<file path="src/rtl/scfp_pkg.sv">
// settings command frame parser: shared types and constants
// holds byte roles, verdicts, parse phases, command codes and register indexes
// no dependencies
`timescale 1ns / 1ps
`default_nettype none

package scfp_pkg;

  // command bytes
  localparam logic [7:0] CMD_NAME    = 8'h01;
  localparam logic [7:0] CMD_WIFI    = 8'h02;
  localparam logic [7:0] CMD_HISTORY = 8'h03;
  localparam logic [7:0] CMD_OTA     = 8'h04;

  // configuration register indexes
  localparam int CFG_IDX_W = 2;
  localparam logic [CFG_IDX_W-1:0] REG_MAX_NAME = 2'd0;
  localparam logic [CFG_IDX_W-1:0] REG_MAX_SSID = 2'd1;
  localparam logic [CFG_IDX_W-1:0] REG_MAX_PW   = 2'd2;

  // limit reset values
  localparam logic [7:0] RST_MAX_NAME = 8'd20;
  localparam logic [7:0] RST_MAX_SSID = 8'd32;
  localparam logic [7:0] RST_MAX_PW   = 8'd64;

  typedef enum logic [2:0] {
    PH_CMD      = 3'd0,
    PH_NAME     = 3'd1,
    PH_SSID_LEN = 3'd2,
    PH_SSID     = 3'd3,
    PH_PW_LEN   = 3'd4,
    PH_PW       = 3'd5,
    PH_IGNORE   = 3'd6
  } phase_t;

  typedef enum logic [2:0] {
    ROLE_CMD      = 3'd0,
    ROLE_NAME     = 3'd1,
    ROLE_SSID_LEN = 3'd2,
    ROLE_SSID     = 3'd3,
    ROLE_PW_LEN   = 3'd4,
    ROLE_PW       = 3'd5,
    ROLE_IGNORED  = 3'd6
  } role_t;

  typedef enum logic [2:0] {
    V_PENDING  = 3'd0,
    V_NAME     = 3'd1,
    V_WIFI     = 3'd2,
    V_HISTORY  = 3'd3,
    V_OTA      = 3'd4,
    V_BAD_NAME = 3'd5,
    V_BAD_WIFI = 3'd6,
    V_UNKNOWN  = 3'd7
  } verdict_t;

  typedef struct packed {
    logic [7:0] max_name;
    logic [7:0] max_ssid;
    logic [7:0] max_pw;
  } limits_t;

  typedef struct packed {
    role_t      role;
    logic [7:0] value;
    logic [7:0] offset;
    logic       frame_end;
    verdict_t   verdict;
  } result_t;

endpackage

`default_nettype wire

</file>
<file path="src/rtl/scfp_core.sv">
// settings command frame parser: per-frame parse state and per-byte result logic
// depends on scfp_pkg
`timescale 1ns / 1ps
`default_nettype none

module scfp_core
  import scfp_pkg::*;
#(
  parameter int MAX_FRAME_BYTES = 256
) (
  input  wire logic       clk,
  input  wire logic       rst_n,
  input  wire logic       fire,
  input  wire logic [7:0] frame_byte,
  input  wire logic       last_byte,
  input  wire limits_t    limits,
  output result_t         result
);

  localparam int CW = $clog2(MAX_FRAME_BYTES + 1);
  localparam int OW = (CW > 8) ? CW : 8;

  phase_t        phase_r, phase_nxt;
  logic [7:0]    cmd_r, cmd_nxt;
  logic [CW-1:0] count_r, count_nxt;
  logic [7:0]    ssid_len_r, ssid_len_nxt;
  logic [7:0]    pw_len_r, pw_len_nxt;
  logic [7:0]    cd_r, cd_nxt;
  logic          bad_r, bad_nxt;

  logic          sat;
  logic [OW-1:0] idx_m1;
  logic [OW-1:0] name_n;
  logic [7:0]    cd_dec;

  always_comb begin
    sat          = (count_r >= CW'(MAX_FRAME_BYTES));
    count_nxt    = sat ? count_r : count_r + CW'(1);
    bad_nxt      = bad_r | sat;
    phase_nxt    = phase_r;
    cmd_nxt      = cmd_r;
    ssid_len_nxt = ssid_len_r;
    pw_len_nxt   = pw_len_r;
    cd_nxt       = cd_r;
    idx_m1       = OW'(count_r) - OW'(1);
    cd_dec       = cd_r - 8'd1;

    result.role      = ROLE_IGNORED;
    result.value     = frame_byte;
    result.offset    = 8'd0;
    result.frame_end = last_byte;
    result.verdict   = V_PENDING;

    case (phase_r)
      PH_CMD: begin
        result.role = ROLE_CMD;
        cmd_nxt     = frame_byte;
        if (frame_byte == CMD_NAME) begin
          phase_nxt = PH_NAME;
        end else if (frame_byte == CMD_WIFI) begin
          phase_nxt = PH_SSID_LEN;
        end else begin
          phase_nxt = PH_IGNORE;
        end
      end
      PH_NAME: begin
        result.role   = ROLE_NAME;
        // offset saturates for overlong names
        result.offset = (idx_m1 > OW'(255)) ? 8'hFF : idx_m1[7:0];
      end
      PH_SSID_LEN: begin
        result.role  = ROLE_SSID_LEN;
        ssid_len_nxt = frame_byte;
        if (frame_byte > limits.max_ssid) begin
          bad_nxt   = 1'b1;
          phase_nxt = PH_IGNORE;
        end else if (frame_byte == 8'd0) begin
          phase_nxt = PH_PW_LEN;
        end else begin
          cd_nxt    = frame_byte;
          phase_nxt = PH_SSID;
        end
      end
      PH_SSID: begin
        result.role   = ROLE_SSID;
        result.offset = ssid_len_r - cd_r;
        cd_nxt        = cd_dec;
        if (cd_dec == 8'd0) begin
          phase_nxt = PH_PW_LEN;
        end
      end
      PH_PW_LEN: begin
        result.role = ROLE_PW_LEN;
        pw_len_nxt  = frame_byte;
        if (frame_byte > limits.max_pw) begin
          bad_nxt   = 1'b1;
          phase_nxt = PH_IGNORE;
        end else if (frame_byte == 8'd0) begin
          phase_nxt = PH_IGNORE;
        end else begin
          cd_nxt    = frame_byte;
          phase_nxt = PH_PW;
        end
      end
      PH_PW: begin
        result.role   = ROLE_PW;
        result.offset = pw_len_r - cd_r;
        cd_nxt        = cd_dec;
        if (cd_dec == 8'd0) begin
          phase_nxt = PH_IGNORE;
        end
      end
      default: begin
        result.role = ROLE_IGNORED;
        phase_nxt   = PH_IGNORE;
      end
    endcase

    // verdict from the state as it stands after this byte
    name_n = OW'(count_nxt) - OW'(1);
    if (last_byte) begin
      case (cmd_nxt)
        CMD_NAME: begin
          if (bad_nxt || name_n == '0 || name_n > OW'(limits.max_name)) begin
            result.verdict = V_BAD_NAME;
          end else begin
            result.verdict = V_NAME;
          end
        end
        CMD_WIFI: begin
          if (bad_nxt || phase_nxt != PH_IGNORE) begin
            result.verdict = V_BAD_WIFI;
          end else begin
            result.verdict = V_WIFI;
          end
        end
        CMD_HISTORY: result.verdict = V_HISTORY;
        CMD_OTA:     result.verdict = V_OTA;
        default:     result.verdict = V_UNKNOWN;
      endcase
      // ready for a new frame
      phase_nxt    = PH_CMD;
      cmd_nxt      = 8'd0;
      count_nxt    = '0;
      ssid_len_nxt = 8'd0;
      pw_len_nxt   = 8'd0;
      cd_nxt       = 8'd0;
      bad_nxt      = 1'b0;
    end
  end

  always_ff @(posedge clk) begin
    if (!rst_n) begin
      phase_r    <= PH_CMD;
      cmd_r      <= 8'd0;
      count_r    <= '0;
      ssid_len_r <= 8'd0;
      pw_len_r   <= 8'd0;
      cd_r       <= 8'd0;
      bad_r      <= 1'b0;
    end else if (fire) begin
      phase_r    <= phase_nxt;
      cmd_r      <= cmd_nxt;
      count_r    <= count_nxt;
      ssid_len_r <= ssid_len_nxt;
      pw_len_r   <= pw_len_nxt;
      cd_r       <= cd_nxt;
      bad_r      <= bad_nxt;
    end
  end

endmodule

`default_nettype wire

</file>
<file path="src/rtl/scfp_out_buf.sv">
// settings command frame parser: two-entry result buffer (output register plus skid)
// depends on scfp_pkg
`timescale 1ns / 1ps
`default_nettype none

module scfp_out_buf
  import scfp_pkg::*;
(
  input  wire logic    clk,
  input  wire logic    rst_n,
  input  wire logic    push,
  input  wire result_t push_data,
  output logic         can_push,
  output logic         out_valid,
  output result_t      out_data,
  input  wire logic    out_ready
);

  logic    main_valid_r, main_valid_nxt;
  logic    skid_valid_r, skid_valid_nxt;
  result_t main_r, main_nxt;
  result_t skid_r, skid_nxt;
  logic    pop;

  assign can_push  = !skid_valid_r;
  assign out_valid = main_valid_r;
  assign out_data  = main_r;

  always_comb begin
    pop            = main_valid_r && out_ready;
    main_valid_nxt = main_valid_r;
    skid_valid_nxt = skid_valid_r;
    main_nxt       = main_r;
    skid_nxt       = skid_r;
    if (pop) begin
      if (skid_valid_r) begin
        main_nxt       = skid_r;
        skid_valid_nxt = 1'b0;
      end else begin
        main_valid_nxt = push;
        main_nxt       = push_data;
      end
    end else if (!main_valid_r) begin
      main_valid_nxt = push;
      main_nxt       = push_data;
    end else if (push) begin
      skid_valid_nxt = 1'b1;
      skid_nxt       = push_data;
    end
  end

  always_ff @(posedge clk) begin
    if (!rst_n) begin
      main_valid_r <= 1'b0;
      skid_valid_r <= 1'b0;
    end else begin
      main_valid_r <= main_valid_nxt;
      skid_valid_r <= skid_valid_nxt;
    end
  end

  always_ff @(posedge clk) begin
    main_r <= main_nxt;
    skid_r <= skid_nxt;
  end

endmodule

`default_nettype wire

</file>
<file path="src/rtl/settings_command_frame_parser_top.sv">
// settings command frame parser: top level with limit registers
// depends on scfp_pkg, scfp_core and scfp_out_buf
//
// usage:
// - in channel (in_valid/in_ready) carries one frame byte per item plus a
//   last-byte mark; byte 0 of each frame is the command
// - out channel (out_valid/out_ready) returns exactly one item per input
//   item: the byte's role, the byte itself, its offset in its field, and
//   on the last byte the frame verdict
// - cfg channel writes the name, ssid and password length limits; it is
//   always ready, unknown indexes are dropped
// - throughput is one item per cycle while in_ready is high, set by the
//   single parse stage whose state (phase, counts, countdown) updates
//   once per accepted byte
// - results sit in an output register backed by a skid entry, so one more
//   item is taken while a result waits; in_ready drops only when both
//   entries are full and recovers the cycle after the receiver takes one
// - reset (synchronous, active low) restores the default limits, empties
//   the result buffer and leaves the parser waiting for a command byte
// - the frame byte counter saturates at MAX_FRAME_BYTES; a byte past that
//   marks name and wifi frames bad
`timescale 1ns / 1ps
`default_nettype none

module settings_command_frame_parser_top
  import scfp_pkg::*;
#(
  parameter int MAX_FRAME_BYTES = 256
) (
  input  wire logic                 clk,
  input  wire logic                 rst_n,
  // input items
  input  wire logic                 in_valid,
  output logic                      in_ready,
  input  wire logic [7:0]           in_frame_byte,
  input  wire logic                 in_last_byte,
  // result items
  output logic                      out_valid,
  input  wire logic                 out_ready,
  output logic [2:0]                out_byte_role,
  output logic [7:0]                out_byte_value,
  output logic [7:0]                out_field_offset,
  output logic                      out_frame_end,
  output logic [2:0]                out_verdict,
  // limit register writes
  input  wire logic                 cfg_valid,
  output logic                      cfg_ready,
  input  wire logic [CFG_IDX_W-1:0] cfg_index,
  input  wire logic [7:0]           cfg_data
);

  limits_t limits_r;
  result_t core_result;
  result_t buf_result;
  logic    in_fire;

  assign cfg_ready = 1'b1;
  assign in_fire   = in_valid && in_ready;

  // limit registers, a new limit applies from the next byte on
  always_ff @(posedge clk) begin
    if (!rst_n) begin
      limits_r.max_name <= RST_MAX_NAME;
      limits_r.max_ssid <= RST_MAX_SSID;
      limits_r.max_pw   <= RST_MAX_PW;
    end else if (cfg_valid) begin
      case (cfg_index)
        REG_MAX_NAME: limits_r.max_name <= cfg_data;
        REG_MAX_SSID: limits_r.max_ssid <= cfg_data;
        REG_MAX_PW:   limits_r.max_pw   <= cfg_data;
        default: ;
      endcase
    end
  end

  // parse stage: role, offset and verdict for the accepted byte
  scfp_core #(
    .MAX_FRAME_BYTES(MAX_FRAME_BYTES)
  ) u_core (
    .clk       (clk),
    .rst_n     (rst_n),
    .fire      (in_fire),
    .frame_byte(in_frame_byte),
    .last_byte (in_last_byte),
    .limits    (limits_r),
    .result    (core_result)
  );

  // result register with skid entry
  scfp_out_buf u_out_buf (
    .clk      (clk),
    .rst_n    (rst_n),
    .push     (in_fire),
    .push_data(core_result),
    .can_push (in_ready),
    .out_valid(out_valid),
    .out_data (buf_result),
    .out_ready(out_ready)
  );

  assign out_byte_role    = buf_result.role;
  assign out_byte_value   = buf_result.value;
  assign out_field_offset = buf_result.offset;
  assign out_frame_end    = buf_result.frame_end;
  assign out_verdict      = buf_result.verdict;

endmodule

`default_nettype wire

</file>
<file path="config.mk">
export PLATFORM = sky130hd
export DESIGN_NAME = settings_command_frame_parser_top
export DESIGN_NICKNAME = d
export VERILOG_FILES = /design/src/rtl/scfp_pkg.sv /design/src/rtl/scfp_core.sv /design/src/rtl/scfp_out_buf.sv /design/src/rtl/settings_command_frame_parser_top.sv
export SDC_FILE = /design/constraint.sdc
export NUM_CORES = 1
export LEC_CHECK = 0
export ABC_CLOCK_PERIOD_IN_PS = 6700
export CORE_ASPECT_RATIO = 1.4
export CORE_MARGIN = 2
export CORE_UTILIZATION = 60
export DETAILED_ROUTE_END_ITERATION = 8
export DONT_BUFFER_PORTS = 1
export GPL_ROUTABILITY_DRIVEN = 0
export PLACE_DENSITY_LB_ADDON = 0.08
export SYNTH_ARGS = -nofsm -noshare
export SYNTH_HDL_FRONTEND = slang
export SYNTH_SLANG_ARGS = --single-unit
export TNS_END_PERCENT = 10
</file>
<file path="constraint.sdc">
create_clock -name clk -period 6.7 [get_ports clk]
set_input_delay 0.67 -clock clk [delete_from_list [all_inputs] [get_ports clk]]
set_output_delay 0.67 -clock clk [all_outputs]
set_load 0.05 [all_outputs]
</file>
==> impl_results.md, run 1 <==
* Synth top area share at between 20% and 30%
* DP HPWL at ~12000 um
* Hold Crit Class: primary input to register
* Share of layout cells above drive strength 1 at 8.58%
* R2r setup slk at 2.85 ns
* Vias in the first global route at 5322
* Die W at between 90 and 100 um
* # resized after CTS at 0
* Worst Setup SP: u_core.count_r[0]$_SDFFE_PN0P_
* Clock Latency Late Sink at around 0.42 ns
* Syn_nets at 800
* Max Fclk at 260 MHz
* Pwr dens at between 200 and 300 mW/mm2
* Clock Sinks at between 100 and 150
* Core ar. at 0.0109 mm2
* Cts hold-fix bufs at 0
* Num CTS Buffers at 17
* Top_reg_cell synth: dfxtp_1
* Area leader, netlist: dfxtp_1
* # rows at 45
* Fin cells at slightly below 900
* Antenna cells at 0
* Reg2Reg Depth at 17
* Most instantiated library cell after synthesis: nor2_1
* Seq/Total Area, Yosys at a little over two fifths
* IO Port Bufs at 0
* Async set-reset flop share out of synthesis at 0%
* Leak at 3.03 nW
* Worst R2R End: u_out_buf.out_data[2]$_DFFE_PP_
* Post-route setup slack at about 2.9 ns
* Nets@finish at 784
* Max Slew Vio Count at 0
* Synthesis Warnings at 0
* Overall Global Routing Usage at just under 30%
* R2r startpoint: u_core.count_r[0]$_SDFFE_PN0P_
* DRC Markers at 0
* Post-synthesis cell area at roughly 0.0067 mm2
* Final Setup Violations at 0
* Largest net degree at the start of global routing at 63
* H-tree levels at 4
* Iteration-0 DRC count of the detailed router at 278
* Area delta synth->final at 9.57%
* Die area at between 0.01 and 0.015 mm2
* Dpl cells at 843
* Share of the core filled with cells at between 60% and 70%
* Clock Pin Slew Worst Setup and Hold Paths at 0.06 ns
* Gr busiest metal: met2
* Post-CTS setup buffers at 0
* CTS Buffer Depth at 2
* Actual slew at the worst max-slew pin at between 1 and 1.5 ns
* Antenna-violating nets left at 0
* CP endpoint kind: register
* Maximum VDD drop at slightly below 0.2 mV
* Area of the multi-input gates at approximately 0.0035 mm2
* Crit path DAT at between 4 and 5 ns
* Total chip power at 1.95 mW
* Die Height at roughly 130 um
* Io pins at 50
* Final period utilization at a little under three fifths
* Crit path to: u_out_buf.out_data[2]$_DFFE_PP_
* Grt total ovfl at 0
* Filler Cell Count at ~880
* Initial core utilization at about three fifths
* Commonest cells in the netlist: nor2_1, dfxtp_1, nand2_1
* DR vias/cell at approximately 6.0
* Slew margin rel. at 24.4%
* First-pass GRT wire length at approximately 27000 um
* CTS tree: yes
* Number of enable flip-flop cells after synthesis at between 40 and 50
* Skew final at 0.00917 ns
* Wire length per cell at between 15 and 20 um
* Unrepaired setup endpoints after global routing: no
* Worst hold stages at 1
* Netlist cell types at 66
* Setup TNS at 0 ns
* Avg Synthesized Cell Area at a little over 9 um2
* Dominant cells by area after synthesis: dfxtp_1, edfxtp_1, ha_1, mux2i_1, nor2_1
* Worst setup SP type: register
* Initial antenna violation count at 0
* Maximum fanout along the worst path at 9
* Met3 Track Usage GR at about 5.9%
* #FFs+latches synth at roughly 120
* Post-DP Area at approximately 0.0067 mm2
* DR vias at approximately 5300
* Post-Place Setup Slack at around 3.0 ns
* Storage cell area at between 0.002 and 0.003 mm2
* Final Hold Viols at 0
* MaxCap Viol Count at 0
* GR met2 Demand/Resource at between 50% and 60%
* Synthesized netlist cell count at 737
* Worst hold margin at between 0.3 and 0.4 ns
* Status: complete, no violations
* Finished Cell Area at approximately 0.0073 mm2
* Clock root cell: clkbuf_16
* Tmin final at between 3 and 4 ns
* WL final at approximately 16000 um
* GR Util met1 at between 30% and 40%
* Critical path class: register to register
* Drt first pass iters at 5
* Req. time, crit path at 6.86 ns
-- power breakdown --
| part | total (mW) | switching [mW] | internal [mW] |
|---|---|---|---|
| Sequential | 0.840 | 0.0654 | 0.774 |
| Clock | 0.899 | 0.349 | 0.550 |
| Combinational | 0.216 | 0.128 | 0.0877 |
-- critical path: stages, from the launching register on --
cell,delay [ns]
dfxtp_1,0.51
inv_1,0.12
ha_1,0.36
mux2i_1,0.27
ha_1,0.32
nor2_1,0.07
a21oi_1,0.15
a22oi_1,0.10
xnor2_1,0.23
ha_1,0.29
a21oi_1,0.13
nor2b_1,0.06
o21ai_0,0.13
o21ai_0,0.10
o31ai_1,0.23
o2111ai_1,0.17
a22oi_1,0.29
o21ai_1,0.09
-- worst min path at each step --
stage | from | end | slack (ns)
2_1_floorplan | u_core.bad_r$_SDFFE_PN0P_ | u_core.bad_r$_SDFFE_PN0P_ | 0.45
3_3_place_gp | u_core.bad_r$_SDFFE_PN0P_ | u_core.bad_r$_SDFFE_PN0P_ | 0.47
3_5_place_dp | u_core.bad_r$_SDFFE_PN0P_ | u_core.bad_r$_SDFFE_PN0P_ | 0.47
4_1_cts | rst_n | limits_r[13]$_SDFFE_PN1P_ | 0.31
5_1_grt | rst_n | limits_r[13]$_SDFFE_PN1P_ | 0.31
6_report | rst_n | limits_r[13]$_SDFFE_PN1P_ | 0.31
-- layout make-up --
type	count	share of cell area, %
clock buffers	18	5.88
repair buffers	6	0.617
flip-flops and latches	117	38.4
inverters	40	2.06
well taps	141	2.42
clock inverters	14	2.14
multi-input cells	539	48.5
-- cell usage in the layout, fill, tap and decap left out, drive strengths merged, types with 10 or more instances in the layout --
master / synthesis / layout
o21ai: 32 / 32
nor2b: 17 / 17
ha: 38 / 38
a21oi: 46 / 46
mux2i: 44 / 44
inv: 40 / 41
dfxtp: 71 / 71
clkbuf: 36 / 18
a22oi: 12 / 12
xor2: 11 / 11
nand2: 65 / 65
clkinv: 0 / 10
nor2: 112 / 112
mux2: 15 / 15
xnor2: 20 / 20
edfxtp: 46 / 46
nor3: 14 / 14
-- flip-flops by register name, summed over array words and instances (netlist names) --
name / flops
limits_r: 24
u_core.bad_r: 1
u_core.cd_r: 8
u_core.cmd_r: 8
u_core.count_r: 9
u_core.phase_r: 3
u_core.pw_len_r: 8
u_core.ssid_len_r: 8
u_out_buf.out_data: 23
u_out_buf.out_valid: 1
u_out_buf.skid_r: 23
u_out_buf.skid_valid_r: 1
-- layer usage --
layer | up-vias | share of wire [%]
met2 | 174 | 52
met3 | 48 | 4.9
met5 | - | 0
met1 | 2504 | 39
met4 | 0 | 3.9
li1 | 2566 | -
-- cells by family (layout without fill, tap and decap cells) --
family          count (synthesis)  in the layout  synth area share, %
buf+inv                        81             78                 4.82
xor+xnor                       31             31                 4.07
compound gates                141            141                 13.4
mux                            59             59                 9.14
fa+ha+maj                      40             40                 7.58
flops                         117            117                 42.0
simple gates                  267            267                 18.9
other cells                     1              1               0.0563
Power figures use the tool's default switching activity.
==> run 2: changes to the inputs <==
--- a/config.mk
+++ b/config.mk
@@ -5,7 +5,7 @@
 export SDC_FILE = /design/constraint.sdc
 export NUM_CORES = 1
 export LEC_CHECK = 0
-export ABC_CLOCK_PERIOD_IN_PS = 6700
+export ABC_CLOCK_PERIOD_IN_PS = 3700
 export CORE_ASPECT_RATIO = 1.4
 export CORE_MARGIN = 2
 export CORE_UTILIZATION = 60
==> constraint.sdc (replaced) <==
create_clock -name clk -period 3.7 [get_ports clk]
set_input_delay 0.37 -clock clk [delete_from_list [all_inputs] [get_ports clk]]
set_output_delay 0.37 -clock clk [all_outputs]
set_load 0.05 [all_outputs]
==> impl_results.md, run 2 (synthesis gave the netlist of run 1 again) <==
* Nets@finish at 793 (was 784)
* H-tree levels at 4 (unchanged)
* Post-DP Area at 0.00678 mm2 (was 0.00672 mm2)
* Crit path largest cell delay at 0.39 ns (was 0.51 ns)
* Skew final at 0.00674 ns (was 0.00917 ns)
* CTS Buffer Depth at 2 (unchanged)
* DRC Markers at 0 (unchanged)
* IO Port Bufs at 0 (unchanged)
* Clock Sinks at 117 (unchanged)
* Grt total ovfl at 0 (unchanged)
* Final Hold Viols at 0 (unchanged)
* DP HPWL at 11500 um (was 11700 um)
* Overall Global Routing Usage at 27.9% (was 29.1%)
* Filler Cell Count at 857 (was 881)
* Max Fclk at 287 MHz (was 260 MHz)
* Worst hold margin at 0.0129 ns (was 0.313 ns)
* Storage cell area at 0.00280 mm2 (about the same)
* R2r startpoint: u_core.count_r[1]$_SDFFE_PN0P_ (was u_core.count_r[0]$_SDFFE_PN0P_)
* WL final at 16200 um (was 16400 um)
* Initial core utilization at 61.3% (unchanged)
* Drt first pass iters at 5 (unchanged)
* Pwr dens at 471 mW/mm2 (was 268 mW/mm2)
* Die area at 0.0120 mm2 (unchanged)
* Leak at 3.07 nW (was 3.03 nW)
* Unrepaired setup endpoints after global routing: no (unchanged)
* Share of layout cells above drive strength 1 at 10.2% (was 8.58%)
* # rows at 45 (unchanged)
* Dpl cells at 851 (was 843)
* Die Height at 129 um (unchanged)
* Post-Place Setup Slack at 0.0315 ns (was 2.95 ns)
* Num CTS Buffers at 17 (unchanged)
* MaxCap Viol Count at 0 (unchanged)
* Post-route setup slack at 0.216 ns (was 2.85 ns)
* Finished Cell Area at 0.00737 mm2 (was 0.00730 mm2)
* DR vias at 5411 (was 5292)
* Antenna cells at 0 (unchanged)
* Cts hold-fix bufs at 0 (unchanged)
* Setup TNS at 0 ns (unchanged)
* Maximum VDD drop at 0.341 mV (was 0.198 mV)
* Reg2Reg Depth at 17 (unchanged)
* Worst setup SP type: register (unchanged)
* Largest net degree at the start of global routing at 34 (was 63)
* Core ar. at 0.0109 mm2 (unchanged)
* Req. time, crit path at 3.86 ns (was 6.86 ns)
* Final Setup Violations at 0 (unchanged)
* Vias in the first global route at 5181 (was 5322)
* CP endpoint kind: register (unchanged)
* CTS tree: yes (unchanged)
* First-pass GRT wire length at 25900 um (was 26800 um)
* Critical path class: register to register (unchanged)
* Clock root cell: clkbuf_16 (unchanged)
* Actual slew at the worst max-slew pin at 1.11 ns (was 1.13 ns)
* Slew margin rel. at 25.7% (was 24.4%)
* Antenna-violating nets left at 0 (unchanged)
* Hold EP: limits_r[13]$_SDFFE_PN1P_ (unchanged)
* Area of the multi-input gates at 0.00357 mm2 (was 0.00354 mm2)
* Initial antenna violation count at 0 (unchanged)
* Hold Crit Class: primary input to register (unchanged)
* Die W at 93.1 um (unchanged)
* Worst hold stages at 1 (unchanged)
* Tmin final at 3.48 ns (was 3.85 ns)
* Crit path DAT at 3.65 ns (was 4.01 ns)
* Worst R2R End: u_out_buf.out_data[2]$_DFFE_PP_ (unchanged)
* Slowest cell on the critical path: dfxtp_2 (was dfxtp_1)
* Max reg flops at 24 (unchanged)
* Maximum fanout along the worst path at 6 (was 9)
* Status: complete, no violations (unchanged)
* Clock Latency Late Sink at 0.42 ns (about the same)
* Fin cells at 884 (was 875)
* Max Slew Vio Count at 0 (unchanged)
* R2r setup slk at 0.22 ns (was 2.85 ns)
* Io pins at 50 (unchanged)
* Wire length per cell at 18.3 um (was 18.8 um)
* Share of the core filled with cells at 67.9% (was 67.2%)
* Total chip power at 3.47 mW (was 1.95 mW)
* Area delta synth->final at 10.6% (was 9.57%)
* Worst Hold Launch: rst_n (unchanged)
* Clock Pin Slew Worst Setup and Hold Paths at 0.06 ns (about the same)
* Most common cell after layout, fill and taps aside: nor2_1 (unchanged)
* Final period utilization at 94.2% (was 57.4%)
* Iteration-0 DRC count of the detailed router at 350 (was 278)
* Most frequent cells in the layout: nor2_1, dfxtp_1, nand2_1 (unchanged)
* Reg with most FFs: limits_r (unchanged)
* DR vias/cell at 6.12 (was 6.05)
* Crit path cell chain: inv_1, ha_1, mux2i_4, ha_4, nor2_1, a21oi_1, a22oi_1, xnor2_1, ha_1, a21oi_1, nor2b_1, o21ai_0, o21ai_0, o31ai_1, o2111ai_1, a22oi_2, o21ai_1 (was inv_1, ha_1, mux2i_1, ha_1, nor2_1, a21oi_1, a22oi_1, xnor2_1, ha_1, a21oi_1, nor2b_1, o21ai_0, o21ai_0, o31ai_1, o2111ai_1, a22oi_1, o21ai_1)
==> run 2: metal layers <==
metal	GRT usage (%)	vias up	share of wire, %
li1	-	2578	-
met1	32.3	2562	39
met2	49.0	221	50
met3	6.15	50	6.4
met4	13.1	0	4.0
met5	0	-	0
==> run 2: power by group <==
group	switching [mW]	internal [mW]
Sequential	0.111	1.40
Combinational	0.245	0.167
Clock	0.623	0.924
==> run 2: worst max-delay path, delay by kind of cell, from the launching register on <==
| kind | cells | cell delay (ns) |
|---|---|---|
| XOR/XNOR | 1 | 0.23 |
| AO/OA/AOI/OAI | 9 | 1.37 |
| flip-flops | 1 | 0.39 |
| multiplexers | 1 | 0.21 |
| buffers and inverters | 1 | 0.09 |
| AND/OR/NAND/NOR | 2 | 0.11 |
| adder cells (fa/ha/maj) | 3 | 0.83 |
==> run 2: final cells by class <==
type	instances	area share (%)
multi-input cells	539	48.5
flip-flops and latches	117	38.0
clock buffers	17	5.77
well taps	141	2.39
inverters	40	2.04
clock inverters	15	1.78
repair buffers	15	1.53
==> run 2: worst max-delay path by stage <==
| stage | depth (start not counted) | to | startpoint |
|---|---|---|---|
| after floorplan | 18 | u_out_buf.out_data[2]$_DFFE_PP_ | u_core.count_r[0]$_SDFFE_PN0P_ |
| after global placement | 17 | u_out_buf.out_data[2]$_DFFE_PP_ | u_core.count_r[1]$_SDFFE_PN0P_ |
| after detailed placement | 17 | u_out_buf.out_data[2]$_DFFE_PP_ | u_core.count_r[1]$_SDFFE_PN0P_ |
| after CTS | 17 | u_out_buf.out_data[2]$_DFFE_PP_ | u_core.count_r[1]$_SDFFE_PN0P_ |
| after global routing | 17 | u_out_buf.out_data[2]$_DFFE_PP_ | u_core.count_r[1]$_SDFFE_PN0P_ |
| final | 17 | u_out_buf.out_data[2]$_DFFE_PP_ | u_core.count_r[1]$_SDFFE_PN0P_ |
==> run 2: repair_timing <==
item	4_1_cts	5_1_grt
buffers inserted	0	1
setup endpoints to repair	0	2
resized for setup	0	6
==> run 3: changes to the inputs <==
--- a/config.mk
+++ b/config.mk
@@ -5,10 +5,11 @@
 export SDC_FILE = /design/constraint.sdc
 export NUM_CORES = 1
 export LEC_CHECK = 0
+export ABC_AREA = 1
 export ABC_CLOCK_PERIOD_IN_PS = 3700
 export CORE_ASPECT_RATIO = 1.4
 export CORE_MARGIN = 2
-export CORE_UTILIZATION = 60
+export CORE_UTILIZATION = 64
 export DETAILED_ROUTE_END_ITERATION = 8
 export DONT_BUFFER_PORTS = 1
 export GPL_ROUTABILITY_DRIVEN = 0
==> impl_results.md, run 3 <==
* Worst setup SP type: register (unchanged)
* Cts hold-fix bufs at 0 (unchanged)
* Area delta synth->final at 10.3% (was 10.6%)
* Number of enable flip-flop cells after synthesis at 46 (unchanged)
* Area leader, netlist: dfxtp_1 (unchanged)
* Clock root cell: clkbuf_16 (unchanged)
* Final Hold Viols at 0 (unchanged)
* Tmin final at 3.29 ns (was 3.48 ns)
* Skew final at 0.00976 ns (was 0.00674 ns)
* DR vias/cell at 5.73 (was 6.12)
* # rows at 44 (was 45)
* Most instantiated library cell after synthesis: nand2_1 (was nor2_1)
* Synth top area share at 20.9% (was 21.3%)
* CP endpoint kind: register (unchanged)
* Die area at 0.0115 mm2 (was 0.0120 mm2)
* MaxCap Viol Count at 0 (unchanged)
* Iteration-0 DRC count of the detailed router at 436 (was 350)
* Pwr dens at 487 mW/mm2 (was 471 mW/mm2)
* Vias in the first global route at 5909 (was 5181)
* Grt total ovfl at 0 (unchanged)
* Initial antenna violation count at 0 (unchanged)
* Netlist cell types at 50 (was 66)
* Area of the multi-input gates at 0.00339 mm2 (was 0.00357 mm2)
* Finished Cell Area at 0.00748 mm2 (was 0.00737 mm2)
* Avg Synthesized Cell Area at 7.36 um2 (was 9.05 um2)
* DP HPWL at 12300 um (was 11500 um)
* Maximum fanout along the worst path at 7 (was 6)
* Io pins at 50 (unchanged)
* Slew margin rel. at 39.9% (was 25.7%)
* Async set-reset flop share out of synthesis at 0% (unchanged)
* Final Setup Violations at 0 (unchanged)
* CTS tree: yes (unchanged)
* Antenna cells at 0 (unchanged)
* Max Fclk at 304 MHz (was 287 MHz)
* Filler Cell Count at 849 (was 857)
* IO Port Bufs at 0 (unchanged)
* Commonest cells in the netlist: nand2_1, nor2_1, inv_1 (was nor2_1, dfxtp_1, nand2_1)
* Storage cell area at 0.00280 mm2 (about the same)
* Nets@finish at 982 (was 793)
* Initial core utilization at 65.6% (was 61.3%)
* Unrepaired setup endpoints after global routing: no (unchanged)
* DRC Markers at 0 (unchanged)
* Met3 routed WL at 961 um (was 1030 um)
* Maximum VDD drop at 0.466 mV (was 0.341 mV)
* # resized after CTS at 0 (unchanged)
* Share of layout cells above drive strength 1 at 8.37% (was 10.2%)
* Reg with most FFs: limits_r (unchanged)
* Overall Global Routing Usage at 30.7% (was 27.9%)
* Most frequent cells in the layout: nand2_1, inv_1, nor2_1 (was nor2_1, dfxtp_1, nand2_1)
* Syn_nets at 985 (was 800)
* Hold Crit Class: primary input to register (unchanged)
* Largest net degree at the start of global routing at 49 (was 34)
* Antenna-violating nets left at 0 (unchanged)
* Synthesized netlist cell count at 922 (was 737)
* Top layer reached by signal wires: met4 (unchanged)
* Drt first pass iters at 7 (was 5)
* Status: complete, no violations (unchanged)
* Actual slew at the worst max-slew pin at 0.901 ns (was 1.11 ns)
* Critical path class: register to register (unchanged)
* Post-CTS setup buffers at 0 (unchanged)
* Num CTS Buffers at 17 (unchanged)
* H-tree levels at 4 (unchanged)
* Max Slew Vio Count at 0 (unchanged)
* Clock Sinks at 117 (unchanged)
* Clock Latency Late Sink at 0.42 ns (about the same)
* WL met1 at 6430 um (was 6360 um)
* #FFs+latches synth at 117 (unchanged)
* Post-DP Area at 0.00691 mm2 (was 0.00678 mm2)
* Max reg flops at 24 (unchanged)
* Die W at 91.0 um (was 93.1 um)
* WL final at 17100 um (was 16200 um)
* Crit path DAT at 3.46 ns (was 3.65 ns)
* Most common cell after layout, fill and taps aside: nand2_1 (was nor2_1)
* Seq/Total Area, Yosys at 41.3% (was 42.0%)
* CTS Buffer Depth at 2 (unchanged)
* Top_reg_cell synth: dfxtp_1 (unchanged)
* Leak at 3.34 nW (was 3.07 nW)
* First-pass GRT wire length at 27900 um (was 25900 um)
* Wire length per cell at 16.0 um (was 18.3 um)
* Met2 Wirelength at 8990 um (was 8140 um)
* Clock Pin Slew Worst Setup and Hold Paths at 0.06 ns (about the same)
* Setup TNS at 0 ns (unchanged)
* Core ar. at 0.0103 mm2 (was 0.0109 mm2)
* Dominant cells by area after synthesis: dfxtp_1, edfxtp_1, nand2_1, ha_1, nor2_1 (was dfxtp_1, edfxtp_1, ha_1, mux2i_1, nor2_1)
* Die Height at 126 um (was 129 um)
* Final period utilization at 88.9% (was 94.2%)
* Req. time, crit path at 3.87 ns (was 3.86 ns)
* DR vias at 6129 (was 5411)
* Post-synthesis cell area at 0.00679 mm2 (was 0.00667 mm2)
* Synthesis Warnings at 0 (unchanged)
==> run 3: metrics by stage <==
| step | util (%) | hold WS [ns] | cells | power (mW) | setup slack (ns) |
|---|---|---|---|---|---|
| 3_5_place_dp | 66.7 | 0.450 | 1038 | 2.06 | 0.436 |
| 5_1_grt | 72.3 | 0.0339 | 1070 | 3.79 | 0.0514 |
| 3_3_place_gp | 66.7 | 0.442 | 1038 | 2.04 | 0.642 |
| 6_report | 72.3 | 0.0445 | 1070 | 3.65 | 0.412 |
| 2_1_floorplan | - | 0.425 | 922 | 1.95 | 0.822 |
| 4_1_cts | 72.3 | 0.0330 | 1070 | 3.65 | 0.407 |
==> run 3: cell families (layout without fill, tap and decap cells) <==
group                      Yosys count  after routing  share of synthesized area, %
xor gates and xnor gates            14             14                          1.92
buffers and inverters              152            162                          8.76
muxes                                2              2                         0.295
other                                1              1                        0.0553
DFF                                117            117                          41.3
AOI/OAI and AO/OA                  171            171                          13.9
and+or+nand+nor                    426            426                          26.5
adders and majority gates           39             39                          7.30
==> run 3: cell type report <==
type                       count  share of cell area [%]
clock inverter                12                    1.74
timing repair buffer           9                    1.07
multi-input combinational    653                    45.4
tap                          138                    2.31
clock buffer                  20                    5.97
sequential                   117                    37.5
inverter                     121                    6.10
==> run 3: critical path, stage by stage (launching register included) <==
cell and delay (ns):
dfxtp_1 0.41, inv_2 0.10, ha_1 0.30, inv_1 0.09, nand2_1 0.07, nand2_1 0.14
ha_1 0.18, nand2_1 0.08, nor2_1 0.18, nand2_1 0.09, nor2_1 0.13, xor2_1 0.19
ha_1 0.27, nand2_1 0.08, inv_1 0.05, nand2_1 0.06, nand2_1 0.05, nand2_1 0.05
a21boi_0 0.07, nor2_1 0.09, nand3_1 0.08, nand2_1 0.06, nand3_1 0.09, nand2_1 0.07
nand2_1 0.05
==> run 3: metal layers <==
metal  up-vias  global-route usage, %
li1       2997                      -
met1      2821                   33.7
met2       253                   56.1
met3        58                   5.56
met4         0                   15.9
met5         -                      0
==> run 3: worst paths after layout <==
check                                      start                               to  slack, ns  cells after the start
hold reg to reg        limits_r[14]$_SDFFE_PN0P_        limits_r[14]$_SDFFE_PN0P_       0.46                      2
hold / removal                             rst_n         limits_r[6]$_SDFFE_PN1P_       0.04                      1
setup reg to reg  u_core.count_r[0]$_SDFFE_PN0P_  u_out_buf.out_data[2]$_DFFE_PP_       0.41                     24
setup / recovery  u_core.count_r[0]$_SDFFE_PN0P_  u_out_buf.out_data[2]$_DFFE_PP_       0.41                     24
==> run 3: report_power, final <==
part / switching, mW / total (mW) / internal [mW]
Clock: 0.595 / 1.60 / 1.01
Sequential: 0.114 / 1.53 / 1.42
Combinational: 0.341 / 0.514 / 0.174
